$ cat config.mk
export PLATFORM = sky130hd
export DESIGN_NAME = hsl_to_rgb_converter
export DESIGN_NICKNAME = d
export VERILOG_FILES = /design/src/rtl/h2r_pkg.sv /design/src/rtl/h2r_front.sv /design/src/rtl/h2r_chan.sv /design/src/rtl/hsl_to_rgb_converter.sv
export SDC_FILE = /design/constraint.sdc
export NUM_CORES = 2
export LEC_CHECK = 0
export ABC_CLOCK_PERIOD_IN_PS = 17500
export BUFFER_PORTS_ARGS = -buffer_cell sky130_fd_sc_hd__buf_2
export CAP_MARGIN = 20
export CORE_MARGIN = 3
export CORE_UTILIZATION = 34
export DETAILED_ROUTE_END_ITERATION = 10
export PLACE_DENSITY = 0.46
export SYNTH_ARGS = -nofsm -noshare
export SYNTH_HDL_FRONTEND = slang
export SYNTH_SLANG_ARGS = --single-unit
$ cat constraint.sdc
create_clock -name clk_i -period 17.5 [get_ports clk_i]
set_input_delay 3.5 -clock clk_i [delete_from_list [all_inputs] [get_ports clk_i]]
set_output_delay 3.5 -clock clk_i [all_outputs]
set_load 0.05 [all_outputs]
$ cat src/rtl/h2r_pkg.sv
// Shared types and fixed-point constants for the HSL to RGB converter.
`timescale 1ns / 1ps
`default_nettype none

package h2r_pkg;

  // Q0.16 fraction that can also hold exactly 1.0 (65536)
  localparam int unsigned FracW = 17;
  typedef logic [FracW-1:0] frac_t;

  localparam frac_t FracOne   = 17'd65536;
  localparam frac_t FracHalf  = 17'd32768;
  localparam frac_t FracThird = 17'd21845;

  // Pipeline depth of each part
  localparam int unsigned FrontStages = 4;
  localparam int unsigned ChanStages  = 4;
  localparam int unsigned Stages      = FrontStages + ChanStages;

  // Configuration register indexes
  typedef enum logic {
    REG_HUE = 1'b0,
    REG_SAT = 1'b1
  } cfg_reg_e;

  // Per-item values handed from the shared front end to the channel lanes
  typedef struct packed {
    frac_t       p;
    frac_t       q;
    frac_t       t_red;
    frac_t       t_green;
    frac_t       t_blue;
    logic        gray;
    logic [7:0]  light;
  } mid_t;

endpackage

`default_nettype wire

$ cat src/rtl/h2r_front.sv
// Front end: fixed-point setup, q and p, wrapped hue offsets (four stages).
`timescale 1ns / 1ps
`default_nettype none

module h2r_front (
  input  wire logic                                clk_i,
  input  wire logic [h2r_pkg::FrontStages-1:0]     stage_en_i,
  input  wire logic [7:0]                          light_i,
  input  wire logic [8:0]                          hue_i,
  input  wire logic [8:0]                          sat_i,
  output h2r_pkg::mid_t                            mid_o
);
  import h2r_pkg::*;

  // stage 1: range fixes, lightness and saturation as fractions, hue products
  logic [8:0]  hue_w;
  logic [8:0]  sat_c;
  frac_t       lf_1;
  frac_t       sf_1;
  logic [16:0] hmul_1;
  logic [9:0]  hy_1;
  logic [20:0] ymul_1;

  always_comb begin
    hue_w  = (hue_i >= 9'd360) ? (hue_i - 9'd360) : hue_i;
    sat_c  = (sat_i > 9'd256) ? 9'd256 : sat_i;
    // l*131072/510 rounded: 257*l plus one for the upper half
    lf_1   = {1'b0, light_i, light_i} + {16'd0, light_i[7]};
    sf_1   = {sat_c, 8'd0};
    // h*131072/720 rounded = 182*h + (2*h + 22)/45
    hmul_1 = 17'(hue_w) * 17'd182;
    hy_1   = {hue_w, 1'b0} + 10'd22;
    ymul_1 = 21'(hy_1) * 21'd1457;
  end

  logic [7:0]  light_1_q;
  frac_t       lf_1_q;
  frac_t       sf_1_q;
  logic [16:0] hmul_1_q;
  logic [4:0]  hq_1_q;
  logic        gray_1_q;

  always_ff @(posedge clk_i) begin
    if (stage_en_i[0]) begin
      light_1_q <= light_i;
      lf_1_q    <= lf_1;
      sf_1_q    <= sf_1;
      hmul_1_q  <= hmul_1;
      hq_1_q    <= ymul_1[20:16];
      gray_1_q  <= (sat_c == 9'd0);
    end
  end

  // stage 2: hue fraction, l*s product
  frac_t       hf_2;
  logic [33:0] ls_2;

  always_comb begin
    hf_2 = hmul_1_q + {12'd0, hq_1_q};
    ls_2 = 34'(lf_1_q) * 34'(sf_1_q);
  end

  logic [7:0]  light_2_q;
  frac_t       lf_2_q;
  frac_t       sf_2_q;
  frac_t       hf_2_q;
  logic [33:0] ls_2_q;
  logic        gray_2_q;

  always_ff @(posedge clk_i) begin
    if (stage_en_i[1]) begin
      light_2_q <= light_1_q;
      lf_2_q    <= lf_1_q;
      sf_2_q    <= sf_1_q;
      hf_2_q    <= hf_2;
      ls_2_q    <= ls_2;
      gray_2_q  <= gray_1_q;
    end
  end

  // stage 3: round the product, raw q, wrap the red and blue hue offsets
  logic [33:0] ls_rnd;
  frac_t       m_3;
  logic [17:0] q_3;
  logic [17:0] tr_sum;
  frac_t       tr_3;
  frac_t       tb_3;

  always_comb begin
    ls_rnd = ls_2_q + 34'(FracHalf);
    m_3    = ls_rnd[32:16];
    if (lf_2_q < FracHalf) begin
      q_3 = {1'b0, lf_2_q} + {1'b0, m_3};
    end else begin
      q_3 = {1'b0, lf_2_q} + {1'b0, sf_2_q} - {1'b0, m_3};
    end
    tr_sum = {1'b0, hf_2_q} + {1'b0, FracThird};
    tr_3   = (tr_sum > {1'b0, FracOne}) ? 17'(tr_sum - {1'b0, FracOne}) : tr_sum[16:0];
    tb_3   = (hf_2_q < FracThird) ? (hf_2_q + FracOne - FracThird) : (hf_2_q - FracThird);
  end

  logic [7:0]  light_3_q;
  frac_t       lf_3_q;
  logic [17:0] q_3_q;
  frac_t       tr_3_q;
  frac_t       tg_3_q;
  frac_t       tb_3_q;
  logic        gray_3_q;

  always_ff @(posedge clk_i) begin
    if (stage_en_i[2]) begin
      light_3_q <= light_2_q;
      lf_3_q    <= lf_2_q;
      q_3_q     <= q_3;
      tr_3_q    <= tr_3;
      tg_3_q    <= hf_2_q;
      tb_3_q    <= tb_3;
      gray_3_q  <= gray_2_q;
    end
  end

  // stage 4: clamp q into lf..1, form p = 2l - q clamped into 0..q
  frac_t       q_4;
  logic [17:0] two_l;
  logic [17:0] p_raw;
  frac_t       p_4;

  always_comb begin
    if (q_3_q > {1'b0, FracOne}) begin
      q_4 = FracOne;
    end else begin
      q_4 = q_3_q[16:0];
    end
    if (q_4 < lf_3_q) begin
      q_4 = lf_3_q;
    end
    two_l = {lf_3_q, 1'b0};
    p_raw = (two_l > {1'b0, q_4}) ? (two_l - {1'b0, q_4}) : 18'd0;
    p_4   = (p_raw > {1'b0, q_4}) ? q_4 : p_raw[16:0];
  end

  mid_t mid_q;

  always_ff @(posedge clk_i) begin
    if (stage_en_i[3]) begin
      mid_q.p       <= p_4;
      mid_q.q       <= q_4;
      mid_q.t_red   <= tr_3_q;
      mid_q.t_green <= tg_3_q;
      mid_q.t_blue  <= tb_3_q;
      mid_q.gray    <= gray_3_q;
      mid_q.light   <= light_3_q;
    end
  end

  assign mid_o = mid_q;

endmodule

`default_nettype wire

$ cat src/rtl/h2r_chan.sv
// One color channel lane: sector rule, interpolation and 8-bit scaling (four stages).
`timescale 1ns / 1ps
`default_nettype none

module h2r_chan (
  input  wire logic                               clk_i,
  input  wire logic [h2r_pkg::ChanStages-1:0]     stage_en_i,
  input  wire h2r_pkg::mid_t                      mid_i,
  input  wire h2r_pkg::frac_t                     t_i,
  output logic [7:0]                              chan_o
);
  import h2r_pkg::*;

  typedef enum logic [1:0] {
    SEC_RISE = 2'd0,
    SEC_TOP  = 2'd1,
    SEC_FALL = 2'd2,
    SEC_LOW  = 2'd3
  } sec_e;

  // stage 1: pick the sector and the interpolation factor
  logic [18:0] t6;
  logic [18:0] fall_f;
  sec_e        sec_1;
  frac_t       f_1;

  always_comb begin
    t6     = {t_i, 2'b00} + {1'b0, t_i, 1'b0};
    fall_f = 19'd262144 - t6;
    f_1    = '0;
    priority if (t_i <= 17'd10922) begin
      sec_1 = SEC_RISE;
      f_1   = t6[16:0];
    end else if (t_i < 17'd32768) begin
      sec_1 = SEC_TOP;
    end else if (t_i <= 17'd43690) begin
      sec_1 = SEC_FALL;
      f_1   = fall_f[16:0];
    end else begin
      sec_1 = SEC_LOW;
    end
  end

  sec_e        sec_1_q;
  frac_t       f_1_q;
  frac_t       span_1_q;
  frac_t       p_1_q;
  frac_t       q_1_q;
  logic        gray_1_q;
  logic [7:0]  light_1_q;

  always_ff @(posedge clk_i) begin
    if (stage_en_i[0]) begin
      sec_1_q   <= sec_1;
      f_1_q     <= f_1;
      span_1_q  <= mid_i.q - mid_i.p;
      p_1_q     <= mid_i.p;
      q_1_q     <= mid_i.q;
      gray_1_q  <= mid_i.gray;
      light_1_q <= mid_i.light;
    end
  end

  // stage 2: span times factor
  sec_e        sec_2_q;
  logic [33:0] prod_2_q;
  frac_t       p_2_q;
  frac_t       q_2_q;
  logic        gray_2_q;
  logic [7:0]  light_2_q;

  always_ff @(posedge clk_i) begin
    if (stage_en_i[1]) begin
      sec_2_q   <= sec_1_q;
      prod_2_q  <= 34'(span_1_q) * 34'(f_1_q);
      p_2_q     <= p_1_q;
      q_2_q     <= q_1_q;
      gray_2_q  <= gray_1_q;
      light_2_q <= light_1_q;
    end
  end

  // stage 3: channel value as a fraction
  logic [33:0] prod_rnd;
  logic [17:0] v_3;

  always_comb begin
    prod_rnd = prod_2_q + 34'(FracHalf);
    unique case (sec_2_q)
      SEC_RISE, SEC_FALL: v_3 = {1'b0, p_2_q} + {1'b0, prod_rnd[32:16]};
      SEC_TOP:            v_3 = {1'b0, q_2_q};
      SEC_LOW:            v_3 = {1'b0, p_2_q};
      default:            v_3 = {1'b0, p_2_q};
    endcase
  end

  logic [17:0] v_3_q;
  logic        gray_3_q;
  logic [7:0]  light_3_q;

  always_ff @(posedge clk_i) begin
    if (stage_en_i[2]) begin
      v_3_q     <= v_3;
      gray_3_q  <= gray_2_q;
      light_3_q <= light_2_q;
    end
  end

  // stage 4: scale by 255 with rounding, clamp, gray bypass
  logic [25:0] scaled;
  logic [9:0]  c_4;
  logic [7:0]  chan_4;

  always_comb begin
    scaled = {v_3_q, 8'd0} - {8'd0, v_3_q} + 26'(FracHalf);
    c_4    = scaled[25:16];
    if (gray_3_q) begin
      chan_4 = light_3_q;
    end else if (c_4 > 10'd255) begin
      chan_4 = 8'd255;
    end else begin
      chan_4 = c_4[7:0];
    end
  end

  logic [7:0] chan_q;

  always_ff @(posedge clk_i) begin
    if (stage_en_i[3]) begin
      chan_q <= chan_4;
    end
  end

  assign chan_o = chan_q;

endmodule

`default_nettype wire

$ cat src/rtl/hsl_to_rgb_converter.sv
// Top level of the HSL to RGB converter: config registers, pipeline control, lanes.
//
//   channel   | direction | payload (low bits first)          | transfer
//   ----------+-----------+-----------------------------------+---------------------------
//   s_axis    | in        | tdata[7:0] lightness              | tvalid & tready
//   m_axis    | out       | tdata red[7:0] green[15:8] blue[23:16] | tvalid & tready
//   cfg       | in        | addr 0 hue_degrees, 1 saturation  | cfg_we_i, no wait
//
// Eight register stages: four in the shared front end (setup, l*s product, q and
// hue wrap, p), four in each color lane (sector, span product, interpolation, scale).
// One transaction enters every cycle while no output stall backs up to the input,
// set by the 17x17 multipliers that each own a stage.
// Each stage holds its own valid bit and advances when empty or when the stage after
// it advances, so a stalled output fills bubbles and never drops or repeats data.
// Reset clears the valid bits and loads hue 200 and saturation 192.
`timescale 1ns / 1ps
`default_nettype none

module hsl_to_rgb_converter (
  input  wire logic        clk_i,
  input  wire logic        rst_ni,
  // configuration write port
  input  wire logic        cfg_we_i,
  input  wire logic        cfg_addr_i,
  input  wire logic [8:0]  cfg_data_i,
  // input stream
  input  wire logic        s_axis_tvalid_i,
  output logic             s_axis_tready_o,
  input  wire logic [7:0]  s_axis_tdata_i,   // [7:0] lightness
  // output stream
  output logic             m_axis_tvalid_o,
  input  wire logic        m_axis_tready_i,
  output logic [23:0]      m_axis_tdata_o    // [7:0] red, [15:8] green, [23:16] blue
);
  import h2r_pkg::*;

  // configuration registers
  logic [8:0] hue_q, hue_d;
  logic [8:0] sat_q, sat_d;

  always_comb begin
    hue_d = hue_q;
    sat_d = sat_q;
    if (cfg_we_i) begin
      unique case (cfg_reg_e'(cfg_addr_i))
        REG_HUE: hue_d = cfg_data_i;
        REG_SAT: sat_d = cfg_data_i;
        default: ;
      endcase
    end
  end

  always_ff @(posedge clk_i or negedge rst_ni) begin
    if (!rst_ni) begin
      hue_q <= 9'd200;
      sat_q <= 9'd192;
    end else begin
      hue_q <= hue_d;
      sat_q <= sat_d;
    end
  end

  // stage valid bits and advance enables; a stage moves when empty or when
  // the stage after it moves
  logic [Stages-1:0] valid_q, valid_d;
  logic [Stages-1:0] stage_en;

  always_comb begin
    stage_en[Stages-1] = ~valid_q[Stages-1] | m_axis_tready_i;
    for (int k = Stages - 2; k >= 0; k--) begin
      stage_en[k] = ~valid_q[k] | stage_en[k+1];
    end
    valid_d[0] = stage_en[0] ? s_axis_tvalid_i : valid_q[0];
    for (int k = 1; k < Stages; k++) begin
      valid_d[k] = stage_en[k] ? valid_q[k-1] : valid_q[k];
    end
  end

  always_ff @(posedge clk_i or negedge rst_ni) begin
    if (!rst_ni) begin
      valid_q <= '0;
    end else begin
      valid_q <= valid_d;
    end
  end

  assign s_axis_tready_o = stage_en[0];
  assign m_axis_tvalid_o = valid_q[Stages-1];

  // shared front end
  mid_t mid;

  h2r_front u_front (
    .clk_i      (clk_i),
    .stage_en_i (stage_en[FrontStages-1:0]),
    .light_i    (s_axis_tdata_i),
    .hue_i      (hue_q),
    .sat_i      (sat_q),
    .mid_o      (mid)
  );

  // one lane per color, differing only in hue offset
  logic [7:0] red, green, blue;

  h2r_chan u_chan_red (
    .clk_i      (clk_i),
    .stage_en_i (stage_en[Stages-1:FrontStages]),
    .mid_i      (mid),
    .t_i        (mid.t_red),
    .chan_o     (red)
  );

  h2r_chan u_chan_green (
    .clk_i      (clk_i),
    .stage_en_i (stage_en[Stages-1:FrontStages]),
    .mid_i      (mid),
    .t_i        (mid.t_green),
    .chan_o     (green)
  );

  h2r_chan u_chan_blue (
    .clk_i      (clk_i),
    .stage_en_i (stage_en[Stages-1:FrontStages]),
    .mid_i      (mid),
    .t_i        (mid.t_blue),
    .chan_o     (blue)
  );

  assign m_axis_tdata_o = {blue, green, red};

`ifndef SYNTHESIS
  // input backs up only when every stage is occupied
  a_full_when_blocked: assert property (@(posedge clk_i) disable iff (!rst_ni)
    !s_axis_tready_o |-> (&valid_q))
    else $error("input stalled with a bubble in the pipeline");

  // an accepted transaction lands in the first stage
  a_enter: assert property (@(posedge clk_i) disable iff (!rst_ni)
    (s_axis_tvalid_i && s_axis_tready_o) |=> valid_q[0])
    else $error("accepted transaction lost at entry");

  // a held middle stage keeps its transaction
  a_hold_mid: assert property (@(posedge clk_i) disable iff (!rst_ni)
    (valid_q[FrontStages-1] && !stage_en[FrontStages-1]) |=> valid_q[FrontStages-1])
    else $error("held stage dropped its transaction");

  // new output only comes from the stage before it
  a_out_source: assert property (@(posedge clk_i) disable iff (!rst_ni)
    $rose(m_axis_tvalid_o) |-> $past(valid_q[Stages-2]))
    else $error("output valid without a transaction behind it");
`endif

endmodule

`default_nettype wire

# After elaboration in Yosys (flattened, before gate mapping)
# Index checks and enable logic that the tools add are counted.
[totals] romBits=0 output_inout_bits=26 latchBits=0 reg_bits=700 in_bits=23 n_memories=0 wordCells=199 ram_bits=0
[op_classes] n_shift=0 reduce_logical=12 n_mul=6 bitwise_logic=17 eq_ne=9 add_sub_neg=33 div_mod_pow=0 n_mux=33 n_lt_le_gt_ge=21
[ops] op="$mux W17" count=14
[ops] op="$pmux W18 S3" count=3
[ops] op="$add A33 B16 Y33 const B" count=4
[ops] op="$mul A17 B17 Y33" count=3
[ops] op="$add A17 B17 Y18" count=5
[ops] op="$add A26 B16 Y26 const B" count=3
[ops] op="$sub A26 B18 Y26" count=3
[ops] op="$lt A17 B16 Y1 const B" count=4
[ops] op="$add A17 B17 Y17" count=3
[ops] op="$le A17 B14 Y1 const B" count=3
[ops] op="$le A17 B16 Y1 const B" count=3
[ops] op="$sub A1 B17 Y17 const A" count=3
[ops] op="$mux W8" count=6
[ops] op="$gt A18 B17 Y1" count=2
[ops] op="$gt A18 B17 Y1 const B" count=2
[ops] op="$mux W18" count=2
[ops] op="$sub A18 B17 Y18" count=2
[ops] op="$sub A17 B15 Y17 const B" count=2
[ops] op="$gt A10 B8 Y1 const B" count=3
[ops] op="$mul A17 B9 Y25" count=1
[ops] op="$mul A10 B11 Y21 const B" count=1
[ops] op="$add A17 B15 Y18 const B" count=1
[ops] op="$mux W9" count=2
[ops] op="$add A16 B1 Y17" count=1
[ops] op="20 further kinds" count=55

# Longest topological paths before layout
[logic_depth] ltp_word=9 mapped_depth=37 ltp_nobuf=34

# By module
# Synthesis repeated with hierarchy kept, for this count alone.
[unflattened] hier_cells=7299 area_unflattened_um2=78042.3
[by_module_without_submodules] module="h2r_chan (u_chan_blue ...)" instances=2 cells_each=1752 seq_area_each_um2=5285.1 area_each_um2=18177.4
[by_module_without_submodules] module="h2r_front" instances=1 cells_each=1938 seq_area_each_um2=9308.9 area_each_um2=22260.1
[by_module_without_submodules] module="h2r_chan (u_chan_red)" instances=1 cells_each=1790 seq_area_each_um2=5285.1 area_each_um2=18363.9
[by_module_without_submodules] module="hsl_to_rgb_converter" instances=1 cells_each=67 seq_area_each_um2=656.9 area_each_um2=1063.5

# Worst setup path after synthesis
# Ideal clock, no wire load.
[synth_path] path_type="in2out" start="input port m_axis_tready_i" end="output port s_axis_tready_o" required_ns=14.000 path_buffers=0 arrival_ns=11.459 stages=6 setup_slack_ns=2.541 cell_sequence="nor2b_1 > nand3_1 > nor2_1 > nand3_1 > inv_1 > nand3_1"
[synth_via] elab_chain_cells=8
[synth_lines] element="start, declared" line_no="hsl_to_rgb_converter.sv:32" rtl="input wire logic m_axis_tready_i,"
[synth_lines] element="$or A1 B1 Y1" line_no="hsl_to_rgb_converter.sv:69" rtl="stage_en[Stages-1] = ~valid_q[Stages-1] | m_axis_tready_i;"
[synth_lines] element="$or A1 B1 Y1 (2 in a row)" line_no="hsl_to_rgb_converter.sv:71" rtl="stage_en[k] = ~valid_q[k] | stage_en[k+1];"
[synth_lines] element="via stage_en[5]" line_no="hsl_to_rgb_converter.sv:66" rtl="logic [Stages-1:0] stage_en;"
[synth_lines] element="$or A1 B1 Y1 (3 in a row)" line_no="hsl_to_rgb_converter.sv:71"
[synth_lines] element="via stage_en[2]" line_no="hsl_to_rgb_converter.sv:66"
[synth_lines] element="$or A1 B1 Y1 (2 in a row)" line_no="hsl_to_rgb_converter.sv:71"
[synth_lines] element="end, declared" line_no="hsl_to_rgb_converter.sv:28" rtl="output logic s_axis_tready_o,"
# The timed path passes the listed nets, and every way through them passes these cells.

# Worst setup path after layout
[layout_path] start="register u_front.q_3_q[0]" end="register u_front.mid_q (netlist bit u_front.mid_o[91]) (data pin)"
[layout_via] elab_chain_cells=8 elab_cells_between_ends=9 cone_classes="add/sub (1); order compare (4); mux (4)"
[layout_lines] element="start, declared" line_no="h2r_front.sv:104" rtl="logic [17:0] q_3_q;"
[layout_lines] element="start signal, assigned" line_no="h2r_front.sv:114" rtl="q_3_q <= q_3;"
[layout_lines] element="$gt A18 B17 Y1" line_no="h2r_front.sv:129" rtl="if (q_3_q > {1'b0, FracOne}) begin"
[layout_lines] element="$mux W17 (*)" line_no="h2r_front.sv:129"
[layout_lines] element="$lt A17 B17 Y1" line_no="h2r_front.sv:134" rtl="if (q_4 < lf_3_q) begin"
[layout_lines] element="$mux W17 (*)" line_no="h2r_front.sv:134"
[layout_lines] element="$sub A18 B17 Y18 or $gt A18 B17 Y1 (tied branches)" line_no="h2r_front.sv:138" rtl="p_raw = (two_l > {1'b0, q_4}) ? (two_l - {1'b0, q_4}) : 18'd0;"
[layout_lines] element="$mux W18" line_no="h2r_front.sv:138"
[layout_lines] element="$gt A18 B17 Y1" line_no="h2r_front.sv:139" rtl="p_4 = (p_raw > {1'b0, q_4}) ? q_4 : p_raw[16:0];"
[layout_lines] element="$mux W17 (*)" line_no="h2r_front.sv:139"
[layout_lines] element="via u_front.p_4[14]" line_no="h2r_front.sv:126" rtl="frac_t p_4;"
[layout_lines] element="end, declared" line_no="h2r_front.sv:142" rtl="mid_t mid_q;"
# Mark *: on every way through the listed nets, which the timed path passes. The rest lies on a longest branch.
# A chain may end at the register's enable or synchronous reset.

==> flow_summary.yaml <==
setup_path:
  worstSetupEndpointType: "flip-flop"
  worstPathArrival_ns: 10.27
  cp_max_fo: 29
  critPathMaxStageDelay_ns: 0.77
  path_common_cell: "a21o_1"
  path_buf_inv: 0
  crit_type: "flip-flop to flip-flop"
  crit_family: "compound AO/OA/AOI/OAI gates"
  required_ns: 17.89
  startpoint_type: "flip-flop"
  crit_slowest_cell: "nand3_1"
clock_tree:
  cts_setup_buffers: 0
  htreeDepth: 3
  cts_buffers: 76
  clkLatencyLatePin_ns: 0.69
  ctsHoldBuffers: 0
  cts.reportedPaths.clkPinSlew_ns: 0.07
  cts-root-buf: "clkbuf_16"
  clockBufferDepth: 3
  cts.sink_count: 640
  cts_tree: "built"
  cts_resized: 0
timing:
  setup_tns_ns: 0
  rsz0062_at_grt: "false"
  fmax_mhz: 101.2
  maxSlewViolCount: 0
  fin_crit_sh_pct: 56.46
  finalHoldViolCount: 0
  slew_headroom_pct: 25.43
  setup_viol: 0
  layout_min_cycle_time_ns: 9.880
  tightest_slew_ns: 1.119
  fin_skew_ns: 0.05801
global_routing:
  antenna_found_initial: 2
  gr-total-overflow: 0
  grt_max_degree: 72
  grt_pass1_vias: 48006
  grt_pass1_wl_um: 274800
  grt_use_total_pct: 17.03
detailed_routing:
  first_pass_iters: 7
  drt_iter0_markers: 2297
  wirelength_um: 172500
  vias_per_cell: 4.814
  wl_per_cell_um: 18.33
  drc: 0
  ant_nets: 0
  vias: 45288
place:
  dp_hpwl_um: 134000
  port_buffers: 48
  gp_congestion: 0.8182
synthesis:
  ys_seq_elements: 640
  yosysUniqueCellTypes: 90
  syn-num-nets: 8340
  synth_warnings: 0
  yosys_most_used_dff: "edfxtp_1"
  synth-edff-count: 614
  async_flop_share_pct: 4.063
  netlist_instances: 6731
  ys_seq_area_share_pct: 27.91
  synth_area_mm2: 0.06842
  syn_area_per_cell_um2: 10.16
floorplanning:
  start_util_pct: 34.23
  dieArea_mm2: 0.2066
  die_width_um: 454.6
  die_y_um: 454.6
  std_cell_rows: 164
  core-area_mm2: 0.1999
  boundaryPins: 49
final_layout:
  layout-drive-gt1-share_pct: 4.401
  area_growth_pct: 8.650
  final_common_cell: "inv_1"
  nets: 8296
  final_cell_mix: "1155 x inv_1, 806 x ha_1, 780 x fa_1, 704 x nand2_1, 614 x edfxtp_1"
hold_path:
  min_path_type: "flip-flop to flip-flop"
flow_run:
  maxCapViolations: 0
outcome:
  status: "finished, final reports clean"
[cell families (layout without fill, tap and decap cells)]
logic type / after synthesis / in the layout / share of synthesized area [%]
buffers and inverters: 1388 / 1405 / 7.633
other: 0 / 3 / 0
AO/OA/AOI/OAI: 767 / 767 / 7.441
XOR/XNOR: 383 / 383 / 4.903
AND/OR/NAND/NOR: 1896 / 1896 / 13.48
adder cells (fa/ha/maj): 1587 / 1587 / 37.58
multiplexers: 70 / 70 / 1.059
flip-flops: 640 / 640 / 27.91
[final timing paths]
check	start	endpoint	cells past startpoint	slack, ns
worst max-delay path	u_front.q_3_q[0]	u_front.mid_o[91]	32	7.62
worst min-delay path	u_front.tb_3_q[10]	u_front.mid_o[19]	0	0.39
worst max register to register	u_front.q_3_q[0]	u_front.mid_o[91]	32	7.62
worst min register to register	u_front.tb_3_q[10]	u_front.mid_o[19]	0	0.39
max in group asynchronous	rst_ni	hue_q[8]	1	14.10
min in group asynchronous	rst_ni	sat_q[1]	1	2.89
[layout make-up]
cell class                 count  area [um^2]
sequential                   640        19090
clock inverter                45        626.9
clock buffer                  94         2021
timing repair buffer         110        763.2
antenna                        3        7.507
inverter                    1156         4342
multi-input combinational   4703        44160
fill                       20004       125500
tap                         2656         3323
[synth_stat cells (17+ instances only)]
cell      instances  area, um^2
o21a_1           72       540.5
o21ai_0         107       535.5
a21o_1           77       578.1
nor3b_1          18       135.1
nor2b_1          62       387.9
ha_1            806       10080
fa_1            780       15610
xor2_1          100       875.8
nand2_1         707        2654
a31oi_1          22       137.6
mux2_2           19       214.0
nand2b_1         39       244.0
nor3_1           75       375.4
or3_1            20       125.1
a21boi_0         17       127.6
dfrtp_1          21       525.5
nand3_1          91       455.4
edfxtp_1        614       18440
inv_1          1156        4339
mux2i_1          51       510.5
nand4_1          42       262.8
and3_1           60       375.4
nor2_1          306        1149
clkbuf_1        221       829.6
o21bai_1         41       307.8
xnor2_1         283        2479
a21oi_1         249        1246
and2_1          416        2603
[sequential cells by signal, indices dropped and copies added (netlist names), 17 cells and up]
| register | cells |
|---|---|
| u_chan_blue.prod_2_q | 18 |
| u_chan_blue.v_3_q | 18 |
| u_chan_green.p_1_q | 17 |
| u_chan_green.prod_2_q | 18 |
| u_chan_green.q_1_q | 17 |
| u_chan_green.span_1_q | 17 |
| u_chan_green.v_3_q | 18 |
| u_chan_red.p_2_q | 17 |
| u_chan_red.prod_2_q | 18 |
| u_chan_red.q_2_q | 17 |
| u_chan_red.v_3_q | 18 |
| u_front.hf_2_q | 17 |
| u_front.ls_2_q | 18 |
| u_front.mid_o | 93 |
| u_front.q_3_q | 18 |
| u_front.tb_3_q | 17 |
| u_front.tg_3_q | 17 |
[layer usage]
layer / up-vias / part of all wire (%) / track usage [%]
li1: 21829 / - / -
met1: 22676 / 46 / 22.88
met2: 603 / 48 / 29.01
met3: 180 / 3.3 / 1.981
met4: 0 / 2.7 / 4.533
met5: - / 0 / 0
[worst reg2reg max path: cells and delay by family (launching register included)]
family	cells	cell delay, ns
and+or+nand+nor	8	2.04
adders and majority gates	3	0.99
AOI/OAI and AO/OA	21	6.18
DFF	1	0.38
[per-stage QoR]
step	hold slack [ns]	cells	cell area [um^2]	setup WS (ns)	utilization, %
floorplan	0.4003	6731	68420	2.541	-
global route	0.3939	9405	74330	6.735	37.19
detailed placement	0.4045	9263	71650	7.023	35.85
finish	0.3911	9407	74340	7.620	37.19
global placement	0.4024	9261	71590	7.108	35.82
CTS	0.3855	9402	74300	6.972	37.17
Power is left out: the tool's default activity adds up to more than one toggle a clock period on the data nets, which glitch-free logic cannot reach.
